<file path="config.mk">
export PLATFORM = sky130hd
export DESIGN_NAME = rtp_jpeg_packetizer_top
export DESIGN_NICKNAME = d
export VERILOG_FILES = /design/src/rtl/rjp_pkg.sv /design/src/rtl/rtp_jpeg_packetizer_top.sv /design/src/rtl/rjp_front.sv /design/src/rtl/rjp_queue.sv /design/src/rtl/rjp_back.sv
export VERILOG_INCLUDE_DIRS = /design/src /design/src/rtl
export SDC_FILE = /design/constraint.sdc
export NUM_CORES = 2
export LEC_CHECK = 0
export ABC_AREA = 1
export BUFFER_PORTS_ARGS = -buffer_cell sky130_fd_sc_hd__buf_2
export CORE_MARGIN = 2
export CORE_UTILIZATION = 59
export DETAILED_ROUTE_END_ITERATION = 10
export PLACE_DENSITY_LB_ADDON = 0.3
export SYNTH_ARGS = -nofsm -noshare
export SYNTH_HDL_FRONTEND = slang
export SYNTH_SLANG_ARGS = --single-unit
</file>
<file path="constraint.sdc">
create_clock -name i_clk -period 11.8 [get_ports i_clk]
set_input_delay 2.36 -clock i_clk [delete_from_list [all_inputs] [get_ports i_clk]]
set_output_delay 2.36 -clock i_clk [all_outputs]
set_load 0.03 [all_outputs]
</file>
<file path="src/rtl/rtp_jpeg_packetizer_top_assert.svh">
// Assertion macros for the packetizer top level.
`ifndef RTP_JPEG_PACKETIZER_TOP_ASSERT_SVH
`define RTP_JPEG_PACKETIZER_TOP_ASSERT_SVH

// Same-cycle implication, checked outside reset.
`define RJP_ASSERT_NOW(lbl, ante, cons) \
    lbl: assert property (@(posedge i_clk) disable iff (!i_rst_n) (ante) |-> (cons)) \
        else $error("rtp_jpeg_packetizer: same-cycle check failed");

// Next-cycle implication, checked outside reset.
`define RJP_ASSERT_NEXT(lbl, ante, cons) \
    lbl: assert property (@(posedge i_clk) disable iff (!i_rst_n) (ante) |=> (cons)) \
        else $error("rtp_jpeg_packetizer: next-cycle check failed");

`endif

</file>
<file path="src/rtl/rjp_pkg.sv">
package rjp_pkg;

    // Register indexes on the configuration port.
    localparam int CFG_INDEX_W = 3;
    localparam logic [CFG_INDEX_W-1:0] CFG_PAYLOAD_TYPE  = 3'd0;
    localparam logic [CFG_INDEX_W-1:0] CFG_SOURCE_ID     = 3'd1;
    localparam logic [CFG_INDEX_W-1:0] CFG_DECIM_SCALE   = 3'd2;
    localparam logic [CFG_INDEX_W-1:0] CFG_INCL_TABLES   = 3'd3;
    localparam logic [CFG_INDEX_W-1:0] CFG_IMAGE_WIDTH   = 3'd4;
    localparam logic [CFG_INDEX_W-1:0] CFG_IMAGE_HEIGHT  = 3'd5;
    localparam logic [CFG_INDEX_W-1:0] CFG_PAYLOAD_MAX   = 3'd6;

    // Reset values.
    localparam logic [7:0]  RST_DECIM_SCALE = 8'd1;
    localparam logic        RST_INCL_TABLES = 1'b1;
    localparam logic [15:0] RST_IMAGE_SIZE  = 16'd0;
    localparam logic [10:0] RST_PAYLOAD_MAX = 11'd1400;

    // Command codes.
    localparam logic CMD_FRAME = 1'b0;
    localparam logic CMD_NEXT  = 1'b1;

    // 90 kHz clock: seconds * 90000, microseconds * 9 / 100.
    localparam logic [31:0] TS_SEC_SCALE = 32'd90000;
    // ceil(2^31 / 100); exact floor for any 24-bit dividend.
    localparam logic [24:0] TS_FRAC_RECIP = 25'd21474837;
    localparam int          TS_FRAC_SHIFT = 31;

    localparam logic [10:0] TABLE_BLOCK_BYTES = 11'd132;
    localparam logic [15:0] SIZE_LIMIT        = 16'd2040;

    localparam int QUEUE_DEPTH = 4;

    typedef enum logic [1:0] {
        K_START = 2'd0,
        K_NEXT  = 2'd1,
        K_ABORT = 2'd2
    } t_kind;

    typedef struct packed {
        t_kind       kind;
        logic [23:0] length;
        logic [7:0]  quality;
        logic [31:0] timestamp;
    } t_cmd;

    typedef struct packed {
        logic        incl_tables;
        logic [15:0] image_width;
        logic [15:0] image_height;
        logic [10:0] payload_max;
    } t_cfg;

    typedef struct packed {
        logic active;
        logic emit_last;
    } t_back_status;

endpackage

</file>
<file path="src/rtl/rtp_jpeg_packetizer_top.sv">
// Channel   Direction  Handshake              Payload
// -------   ---------  ---------------------  --------------------------------------
// request   in         push / full            command, frame length/quality, capture time
// result    out        empty / pop            RTP/JPEG header fields of one packet
// config    in         cfg_valid / cfg_ready  register index (3b), write data (32b)
//
// Takes one request per clock while full is low; a request's packet passes through the
// two timestamp multiply stages, the command queue and the result register to the result
// ports. The front keeps taking requests while a result waits, until its stages and the
// command queue (QUEUE_DEPTH entries) fill. Synchronous active-low reset clears all
// control state and the byte, offset and sequence counters; config registers return to
// their defaults. Config write accepted every cycle; payload type and source id are
// accepted but shape no result field, so they are not stored.

`include "rtp_jpeg_packetizer_top_assert.svh"

module rtp_jpeg_packetizer_top #(
    parameter int QUEUE_DEPTH = rjp_pkg::QUEUE_DEPTH
) (
    input  logic                            i_clk,
    input  logic                            i_rst_n,
    // request channel
    input  logic                            push,
    output logic                            full,
    input  logic                            i_command,
    input  logic [23:0]                     i_frame_length,
    input  logic [7:0]                      i_frame_quality,
    input  logic [31:0]                     i_capture_seconds,
    input  logic [19:0]                     i_capture_microseconds,
    // result channel
    output logic                            empty,
    input  logic                            pop,
    output logic [15:0]                     o_sequence_number,
    output logic [31:0]                     o_rtp_timestamp,
    output logic                            o_marker,
    output logic [23:0]                     o_fragment_offset,
    output logic [10:0]                     o_payload_length,
    output logic                            o_first_packet,
    output logic [7:0]                      o_q_byte,
    output logic [7:0]                      o_width_byte,
    output logic [7:0]                      o_height_byte,
    // config channel
    input  logic                            i_cfg_valid,
    output logic                            o_cfg_ready,
    input  logic [rjp_pkg::CFG_INDEX_W-1:0] i_cfg_index,
    input  logic [31:0]                     i_cfg_data
);

    // Config registers.
    logic [7:0]  r_decim_scale;
    logic        r_incl_tables;
    logic [15:0] r_image_width;
    logic [15:0] r_image_height;
    logic [10:0] r_payload_max;

    rjp_pkg::t_cfg         back_cfg;
    rjp_pkg::t_cmd         enq_cmd;
    rjp_pkg::t_cmd         deq_cmd;
    rjp_pkg::t_back_status back_status;
    logic                  enq_valid;
    logic                  enq_ready;
    logic                  deq_valid;
    logic                  deq_ready;

    assign o_cfg_ready = 1'b1;

    always_ff @(posedge i_clk) begin
        if (!i_rst_n) begin
            r_decim_scale  <= rjp_pkg::RST_DECIM_SCALE;
            r_incl_tables  <= rjp_pkg::RST_INCL_TABLES;
            r_image_width  <= rjp_pkg::RST_IMAGE_SIZE;
            r_image_height <= rjp_pkg::RST_IMAGE_SIZE;
            r_payload_max  <= rjp_pkg::RST_PAYLOAD_MAX;
        end else if (i_cfg_valid && o_cfg_ready) begin
            case (i_cfg_index)
                rjp_pkg::CFG_DECIM_SCALE: begin
                    r_decim_scale <= i_cfg_data[7:0];
                end
                rjp_pkg::CFG_INCL_TABLES: begin
                    r_incl_tables <= i_cfg_data[0];
                end
                rjp_pkg::CFG_IMAGE_WIDTH: begin
                    r_image_width <= i_cfg_data[15:0];
                end
                rjp_pkg::CFG_IMAGE_HEIGHT: begin
                    r_image_height <= i_cfg_data[15:0];
                end
                rjp_pkg::CFG_PAYLOAD_MAX: begin
                    r_payload_max <= i_cfg_data[10:0];
                end
                default: begin
                    // payload type, source id and unused indexes: nothing kept
                end
            endcase
        end
    end

    assign back_cfg.incl_tables  = r_incl_tables;
    assign back_cfg.image_width  = r_image_width;
    assign back_cfg.image_height = r_image_height;
    assign back_cfg.payload_max  = r_payload_max;

    // Front: accepts requests, runs decimation, builds the 90 kHz timestamp.
    rjp_front u_front (
        .i_clk                  (i_clk),
        .i_rst_n                (i_rst_n),
        .i_push                 (push),
        .o_full                 (full),
        .i_command              (i_command),
        .i_frame_length         (i_frame_length),
        .i_frame_quality        (i_frame_quality),
        .i_capture_seconds      (i_capture_seconds),
        .i_capture_microseconds (i_capture_microseconds),
        .i_decim_scale          (r_decim_scale),
        .o_enq_valid            (enq_valid),
        .i_enq_ready            (enq_ready),
        .o_enq_cmd              (enq_cmd)
    );

    // Classified commands wait here so each side stalls on its own.
    rjp_queue #(
        .DEPTH (QUEUE_DEPTH)
    ) u_queue (
        .i_clk      (i_clk),
        .i_rst_n    (i_rst_n),
        .i_wr_valid (enq_valid),
        .o_wr_ready (enq_ready),
        .i_wr_cmd   (enq_cmd),
        .o_rd_valid (deq_valid),
        .i_rd_ready (deq_ready),
        .o_rd_cmd   (deq_cmd)
    );

    // Back: frame fragmentation state and the result register.
    rjp_back u_back (
        .i_clk             (i_clk),
        .i_rst_n           (i_rst_n),
        .i_cfg             (back_cfg),
        .i_cmd_valid       (deq_valid),
        .o_cmd_ready       (deq_ready),
        .i_cmd             (deq_cmd),
        .o_empty           (empty),
        .i_pop             (pop),
        .o_sequence_number (o_sequence_number),
        .o_rtp_timestamp   (o_rtp_timestamp),
        .o_marker          (o_marker),
        .o_fragment_offset (o_fragment_offset),
        .o_payload_length  (o_payload_length),
        .o_first_packet    (o_first_packet),
        .o_q_byte          (o_q_byte),
        .o_width_byte      (o_width_byte),
        .o_height_byte     (o_height_byte),
        .o_status          (back_status)
    );

    // First packet starts the frame at offset zero; later ones never do.
    `RJP_ASSERT_NOW(a_first_at_zero, !empty && o_first_packet, o_fragment_offset == 24'd0)
    `RJP_ASSERT_NOW(a_later_offset, !empty && !o_first_packet, o_fragment_offset != 24'd0)
    // A packet always carries frame bytes.
    `RJP_ASSERT_NOW(a_len_nonzero, !empty, o_payload_length != 11'd0)
    // The marker packet closes the frame.
    `RJP_ASSERT_NEXT(a_marker_ends, back_status.emit_last, !back_status.active)

endmodule

</file>
<file path="src/rtl/rjp_front.sv">
module rjp_front (
    input  logic               i_clk,
    input  logic               i_rst_n,
    input  logic               i_push,
    output logic               o_full,
    input  logic               i_command,
    input  logic [23:0]        i_frame_length,
    input  logic [7:0]         i_frame_quality,
    input  logic [31:0]        i_capture_seconds,
    input  logic [19:0]        i_capture_microseconds,
    input  logic [7:0]         i_decim_scale,
    output logic               o_enq_valid,
    input  logic               i_enq_ready,
    output rjp_pkg::t_cmd      o_enq_cmd
);

    logic a_ready;
    logic b_ready;
    logic accept;
    logic is_frame;
    logic zero_len;
    logic load_a;
    logic [8:0] cnt_inc;
    rjp_pkg::t_kind kind;
    logic [31:0] sec_prod;
    logic [23:0] usec9;

    logic [7:0]     r_decim_cnt;
    logic           r_a_valid;
    rjp_pkg::t_kind r_a_kind;
    logic [23:0]    r_a_length;
    logic [7:0]     r_a_quality;
    logic [31:0]    r_a_sec_prod;
    logic [23:0]    r_a_usec9;
    logic           r_b_valid;
    rjp_pkg::t_kind r_b_kind;
    logic [23:0]    r_b_length;
    logic [7:0]     r_b_quality;
    logic [31:0]    r_b_sec_prod;
    logic [48:0]    r_b_frac_prod;

    assign b_ready = !r_b_valid || i_enq_ready;
    assign a_ready = !r_a_valid || b_ready;
    assign o_full  = !a_ready;
    assign accept  = i_push && a_ready;

    assign is_frame = (i_command == rjp_pkg::CMD_FRAME);
    assign zero_len = (i_frame_length == 24'd0);
    // Zero-length frames vanish here.
    assign load_a   = accept && !(is_frame && zero_len);
    assign cnt_inc  = {1'b0, r_decim_cnt} + 9'd1;

    always_comb begin
        if (!is_frame) begin
            kind = rjp_pkg::K_NEXT;
        end else if (r_decim_cnt != 8'd0) begin
            kind = rjp_pkg::K_ABORT;
        end else begin
            kind = rjp_pkg::K_START;
        end
    end

    assign sec_prod = i_capture_seconds * rjp_pkg::TS_SEC_SCALE;
    assign usec9    = 24'({i_capture_microseconds, 3'b000}) + 24'(i_capture_microseconds);

    always_ff @(posedge i_clk) begin
        if (!i_rst_n) begin
            r_decim_cnt <= 8'd0;
            r_a_valid   <= 1'b0;
            r_b_valid   <= 1'b0;
        end else begin
            if (accept && is_frame && !zero_len) begin
                r_decim_cnt <= (cnt_inc >= {1'b0, i_decim_scale}) ? 8'd0 : cnt_inc[7:0];
            end
            if (a_ready) begin
                r_a_valid <= load_a;
            end
            if (b_ready) begin
                r_b_valid <= r_a_valid;
            end
        end
    end

    always_ff @(posedge i_clk) begin
        if (a_ready && load_a) begin
            r_a_kind     <= kind;
            r_a_length   <= i_frame_length;
            r_a_quality  <= i_frame_quality;
            r_a_sec_prod <= sec_prod;
            r_a_usec9    <= usec9;
        end
        if (b_ready && r_a_valid) begin
            r_b_kind      <= r_a_kind;
            r_b_length    <= r_a_length;
            r_b_quality   <= r_a_quality;
            r_b_sec_prod  <= r_a_sec_prod;
            r_b_frac_prod <= 49'(r_a_usec9) * 49'(rjp_pkg::TS_FRAC_RECIP);
        end
    end

    assign o_enq_valid          = r_b_valid;
    assign o_enq_cmd.kind       = r_b_kind;
    assign o_enq_cmd.length     = r_b_length;
    assign o_enq_cmd.quality    = r_b_quality;
    assign o_enq_cmd.timestamp  = r_b_sec_prod
                                + 32'(r_b_frac_prod[48:rjp_pkg::TS_FRAC_SHIFT]);

endmodule

</file>
<file path="src/rtl/rjp_queue.sv">
module rjp_queue #(
    parameter int DEPTH = rjp_pkg::QUEUE_DEPTH
) (
    input  logic          i_clk,
    input  logic          i_rst_n,
    input  logic          i_wr_valid,
    output logic          o_wr_ready,
    input  rjp_pkg::t_cmd i_wr_cmd,
    output logic          o_rd_valid,
    input  logic          i_rd_ready,
    output rjp_pkg::t_cmd o_rd_cmd
);

    localparam int PTR_W = $clog2(DEPTH);
    localparam int CNT_W = $clog2(DEPTH + 1);

    rjp_pkg::t_cmd    r_mem [DEPTH];
    logic [PTR_W-1:0] r_wr_ptr;
    logic [PTR_W-1:0] r_rd_ptr;
    logic [CNT_W-1:0] r_count;
    logic             wr;
    logic             rd;

    assign o_wr_ready = (r_count != CNT_W'(DEPTH));
    assign o_rd_valid = (r_count != '0);
    assign o_rd_cmd   = r_mem[r_rd_ptr];
    assign wr         = i_wr_valid && o_wr_ready;
    assign rd         = o_rd_valid && i_rd_ready;

    always_ff @(posedge i_clk) begin
        if (!i_rst_n) begin
            r_wr_ptr <= '0;
            r_rd_ptr <= '0;
            r_count  <= '0;
        end else begin
            if (wr) begin
                r_wr_ptr <= (r_wr_ptr == PTR_W'(DEPTH - 1)) ? '0 : r_wr_ptr + 1'b1;
            end
            if (rd) begin
                r_rd_ptr <= (r_rd_ptr == PTR_W'(DEPTH - 1)) ? '0 : r_rd_ptr + 1'b1;
            end
            if (wr && !rd) begin
                r_count <= r_count + 1'b1;
            end else if (rd && !wr) begin
                r_count <= r_count - 1'b1;
            end
        end
    end

    always_ff @(posedge i_clk) begin
        if (wr) begin
            r_mem[r_wr_ptr] <= i_wr_cmd;
        end
    end

endmodule

</file>
<file path="src/rtl/rjp_back.sv">
module rjp_back (
    input  logic                  i_clk,
    input  logic                  i_rst_n,
    input  rjp_pkg::t_cfg         i_cfg,
    input  logic                  i_cmd_valid,
    output logic                  o_cmd_ready,
    input  rjp_pkg::t_cmd         i_cmd,
    output logic                  o_empty,
    input  logic                  i_pop,
    output logic [15:0]           o_sequence_number,
    output logic [31:0]           o_rtp_timestamp,
    output logic                  o_marker,
    output logic [23:0]           o_fragment_offset,
    output logic [10:0]           o_payload_length,
    output logic                  o_first_packet,
    output logic [7:0]            o_q_byte,
    output logic [7:0]            o_width_byte,
    output logic [7:0]            o_height_byte,
    output rjp_pkg::t_back_status o_status
);

    function automatic logic [7:0] size_byte(input logic [15:0] px);
        size_byte = (px <= rjp_pkg::SIZE_LIMIT) ? px[10:3] : 8'd0;
    endfunction

    logic        consume;
    logic        is_start;
    logic        emit;
    logic        last;
    logic [23:0] cur_bytes;
    logic [23:0] cur_offset;
    logic [31:0] cur_ts;
    logic [7:0]  cur_q;
    logic [10:0] chunk;
    logic [10:0] len;

    logic        r_active;
    logic [23:0] r_bytes;
    logic [23:0] r_offset;
    logic [15:0] r_seq;
    logic [31:0] r_ts;
    logic [7:0]  r_q;
    logic        r_out_valid;

    // Result register.
    logic [15:0] r_out_seq;
    logic [31:0] r_out_ts;
    logic        r_out_marker;
    logic [23:0] r_out_offset;
    logic [10:0] r_out_len;
    logic        r_out_first;
    logic [7:0]  r_out_q;
    logic [7:0]  r_out_wb;
    logic [7:0]  r_out_hb;

    assign o_cmd_ready = !r_out_valid || i_pop;
    assign consume     = i_cmd_valid && o_cmd_ready;
    assign is_start    = (i_cmd.kind == rjp_pkg::K_START);
    assign emit        = consume && (is_start || (i_cmd.kind == rjp_pkg::K_NEXT && r_active));

    // A start command seeds the packet state directly.
    assign cur_bytes  = is_start ? i_cmd.length    : r_bytes;
    assign cur_offset = is_start ? 24'd0           : r_offset;
    assign cur_ts     = is_start ? i_cmd.timestamp : r_ts;
    assign cur_q      = is_start ? i_cmd.quality   : r_q;

    always_comb begin
        chunk = i_cfg.payload_max;
        if (i_cfg.incl_tables && is_start) begin
            chunk = (chunk > rjp_pkg::TABLE_BLOCK_BYTES) ?
                    chunk - rjp_pkg::TABLE_BLOCK_BYTES : 11'd0;
        end
        if (chunk == 11'd0) begin
            chunk = 11'd1;
        end
    end

    assign last = (cur_bytes <= 24'(chunk));
    assign len  = last ? cur_bytes[10:0] : chunk;

    always_ff @(posedge i_clk) begin
        if (!i_rst_n) begin
            r_active    <= 1'b0;
            r_bytes     <= 24'd0;
            r_offset    <= 24'd0;
            r_seq       <= 16'd0;
            r_out_valid <= 1'b0;
        end else begin
            if (emit) begin
                r_active <= !last;
                r_bytes  <= last ? 24'd0 : cur_bytes - 24'(chunk);
                r_offset <= cur_offset + 24'(len);
                r_seq    <= r_seq + 16'd1;
            end else if (consume && i_cmd.kind == rjp_pkg::K_ABORT) begin
                r_active <= 1'b0;
            end
            if (emit) begin
                r_out_valid <= 1'b1;
            end else if (i_pop) begin
                r_out_valid <= 1'b0;
            end
        end
    end

    always_ff @(posedge i_clk) begin
        if (emit) begin
            r_ts         <= cur_ts;
            r_q          <= cur_q;
            r_out_seq    <= r_seq;
            r_out_ts     <= cur_ts;
            r_out_marker <= last;
            r_out_offset <= cur_offset;
            r_out_len    <= len;
            r_out_first  <= is_start;
            r_out_q      <= {cur_q[7] ^ i_cfg.incl_tables, cur_q[6:0]};
            r_out_wb     <= size_byte(i_cfg.image_width);
            r_out_hb     <= size_byte(i_cfg.image_height);
        end
    end

    assign o_sequence_number  = r_out_seq;
    assign o_rtp_timestamp    = r_out_ts;
    assign o_marker           = r_out_marker;
    assign o_fragment_offset  = r_out_offset;
    assign o_payload_length   = r_out_len;
    assign o_first_packet     = r_out_first;
    assign o_q_byte           = r_out_q;
    assign o_width_byte       = r_out_wb;
    assign o_height_byte      = r_out_hb;

    assign o_empty            = !r_out_valid;
    assign o_status.active    = r_active;
    assign o_status.emit_last = emit && last;

endmodule
</file>
==> run metrics <==
Fin. Hold Viols=0; DRT Pass-1 Iters=5; Worst setup SP type=flip-flop; R2R cell count=40; setup bufs post-CTS=0; Post-Syn Area=44,080 µm²; total CTS buffers=72; largest net degree at the start of global routing=76; setup TNS=0 ns; Iter 0 DRT Violations=1,845; TritonCTS clock tree=built; commonest non-fill, non-tap cell in the layout=inv_1; Post-CTS Hold Fix Bufs=0; # IOs=237; Yosys reg bits=677; headroom to the max-slew limit=26.21%; worst min-delay path class=reg -> reg; global-route wire length before repair=154,200 µm; # DRC=0; clk buf depth=3; Final setup violation count=0; Synth Area in Compound Gates=7.863%; fin. max-slew vios=0; Die Footprint=76,910 µm²; synth unique cells=59; layout cells sized above 1=8.525%; Crit path largest cell delay=0.79 ns; clock sinks=677; H-Tree Depth=3; ys async rst share=0%; GRT Util Overall=25.20%; uppermost layer routed=met4; post-synthesis mux area share=0%; Initial Util=59.40%; Least-Margin Pin Slew=1.090 ns; simple-gate share of the synthesized area=10.92%; Reg-to-Reg End=u_back.r_offset[23]$_SDFFE_PN0P_; nets=5,387; Period minus WS final=8.319 ns; Routed Antenna Nets=0; WP data arrival=8.84 ns; kind of end point of the critical path=flip-flop; CP required=12.32 ns; largest family of logic cells by synthesized area=adder cells; PostCTS Resize Cnt=0; Syn Nets=5,175; GPL Wtd Cong=0.9575; mean post-synth cell area=10.27 µm²; post-synthesis instance total=4,293; WL met1=40,110 µm; vias in the first global route=30.21k; Die H=277.3 µm; root buf cell=clkbuf_16; critical path type=reg -> reg; Synth Area in XOR/XNOR=2.643%; Syn-to-layout area delta=10.15%; routed wl met3=4497 µm; critical path peak fanout=65; DRT Wirelength=94,930 µm; Post-Synth Adder-Cell Area=27.25%; outcome=finished clean; number of flops mapped to enable cells by yosys=540; Final Skew=0.03544 ns; hold path depth=0; RSZ-0062 raised after global routing=false; crit path to=u_back.r_offset[23]$_SDFFE_PN0P_; top post-synthesis cells by area=edfxtp_1 (37%), fa_1 (15%), ha_1 (12%); reg2reg setup slack=3.48 ns; initial antenna violation count=2; post-DR wirelength/cell=17.16 µm; slowest library cell on the worst path=dfxtp_4; share of the synthesized area in the top cell type=36.79%; fmax=120.2 MHz; most frequent cells in the layout=inv_1 (841), edfxtp_1 (540), nand2_1 (530); top_reg_cell synth=edfxtp_1; drt via density=5.376; Worst-path clk slew=0.06 ns; CORE AREA=74,200 µm²; MaxCap Viol Count=0; critical path's most frequent cell=nand2_1; cell row count=100; Skew-Pair Late Insertion Delay=0.62 ns; Final period util=70.50%; yosys warns=0; register area share after synthesis=43.01%; Final HPWL DP=70,400 µm; fin util=65.44%; post-synth top area cell=edfxtp_1; routed vias=29.75k; WL met2=47,920 µm; grt total ovfl=0; chip width=277.3 µm; I/O Buffers=215
per-stage QoR:
stage / hold slack, ns / cell area (µm²) / instances / worst slack, ns
finish: 0.3996 / 48550 / 5533 / 3.481
global route: 0.4142 / 48550 / 5533 / 2.642
CTS: 0.3950 / 48550 / 5532 / 3.442
detailed placement: 0.4045 / 46080 / 5400 / 3.505
global placement: 0.4025 / 46080 / 5400 / 3.635
floorplan: 0.4003 / 44080 / 4293 / 5.162
cell type report:
| class | instances | area [µm²] |
|---|---|---|
| well taps | 969 | 1212 |
| repair buffers | 232 | 1204 |
| diodes | 1 | 2.502 |
| fillers | 5758 | 25650 |
| multi-input cells | 2673 | 21510 |
| clock inverters | 39 | 516.7 |
| flip-flops and latches | 677 | 18960 |
| clock buffers | 93 | 1953 |
| inverters | 849 | 3191 |
sequential cells by signal, summed over array words and instances, names as in the netlist, 11 cells and up, named ones only:
register                  flops
u_front.r_b_length           24
u_front.r_a_length           24
u_back.o_payload_length      11
u_back.o_sequence_number     16
u_back.r_seq                 16
u_front.r_a_sec_prod         28
u_front.r_b_sec_prod         28
r_payload_max                11
u_queue.r_mem               264
u_back.r_bytes               24
u_front.r_a_usec9            24
u_back.o_rtp_timestamp       32
u_back.o_fragment_offset     24
r_image_width                16
u_front.r_b_frac_prod        18
u_back.r_offset              24
r_image_height               16
worst min path at each step:
stage                                                   from                                 end  slack (ns)
final                        u_front.r_a_length[6]$_DFFE_PP_     u_front.r_b_length[6]$_DFFE_PP_        0.40
after global routing         u_front.r_a_length[6]$_DFFE_PP_     u_front.r_b_length[6]$_DFFE_PP_        0.41
after CTS                    u_front.r_a_length[6]$_DFFE_PP_     u_front.r_b_length[6]$_DFFE_PP_        0.39
after detailed placement    u_front.r_a_length[14]$_DFFE_PP_    u_front.r_b_length[14]$_DFFE_PP_        0.40
after global placement    u_front.r_a_sec_prod[25]$_DFFE_PP_  u_front.r_b_sec_prod[25]$_DFFE_PP_        0.40
after floorplan            u_front.r_a_kind[0]$_SDFFCE_PP1P_       u_front.r_b_kind[0]$_DFFE_PP_        0.40
worst max-delay path: cells and delay by family (launching register included):
kind                     cells  cell delay, ns
buffers and inverters        5            1.61
flip-flops                   1            0.79
AND/OR/NAND/NOR             29            4.12
adder cells (fa/ha/maj)      3            1.08
AO/OA/AOI/OAI                3            0.55
cells in the mapped netlist, types with 5 or more instances:
library cell	instances
xnor2_1	45
nand2_2	7
nand3_1	118
a21o_1	21
buf_1	7
nor2_2	7
nor3_1	36
fa_1	338
buf_2	11
buf_6	8
o211ai_1	14
a21oi_1	232
nand2_1	530
o22ai_1	33
a31oi_1	30
dfxtp_1	137
o21bai_1	12
nor2_1	372
o21a_1	5
o21ai_0	240
inv_1	843
clkbuf_1	55
ha_1	419
nand4_1	35
xor2_1	88
nor4_1	16
buf_4	12
o21ai_1	17
edfxtp_1	540
nand3b_1	8
cell families (layout without fill, tap and decap cells):
group           after synthesis  after routing
other cells                   1              2
xor+xnor                    133            133
buf+inv                     943           1213
compound gates              631            631
simple gates               1151           1151
fa+ha+maj                   757            757
flops                       677            677
routing by layer:
| metal | vias to the layer above | GRT usage (%) |
|---|---|---|
| met2 | 752 | 44.87 |
| met5 | - | 0 |
| li1 | 14480 | - |
| met1 | 14360 | 32.39 |
| met3 | 157 | 3.158 |
| met4 | 0 | 7.177 |
Power is left out: the tool's default activity adds up to more than one toggle a clock period on the data nets, which glitch-free logic cannot reach.
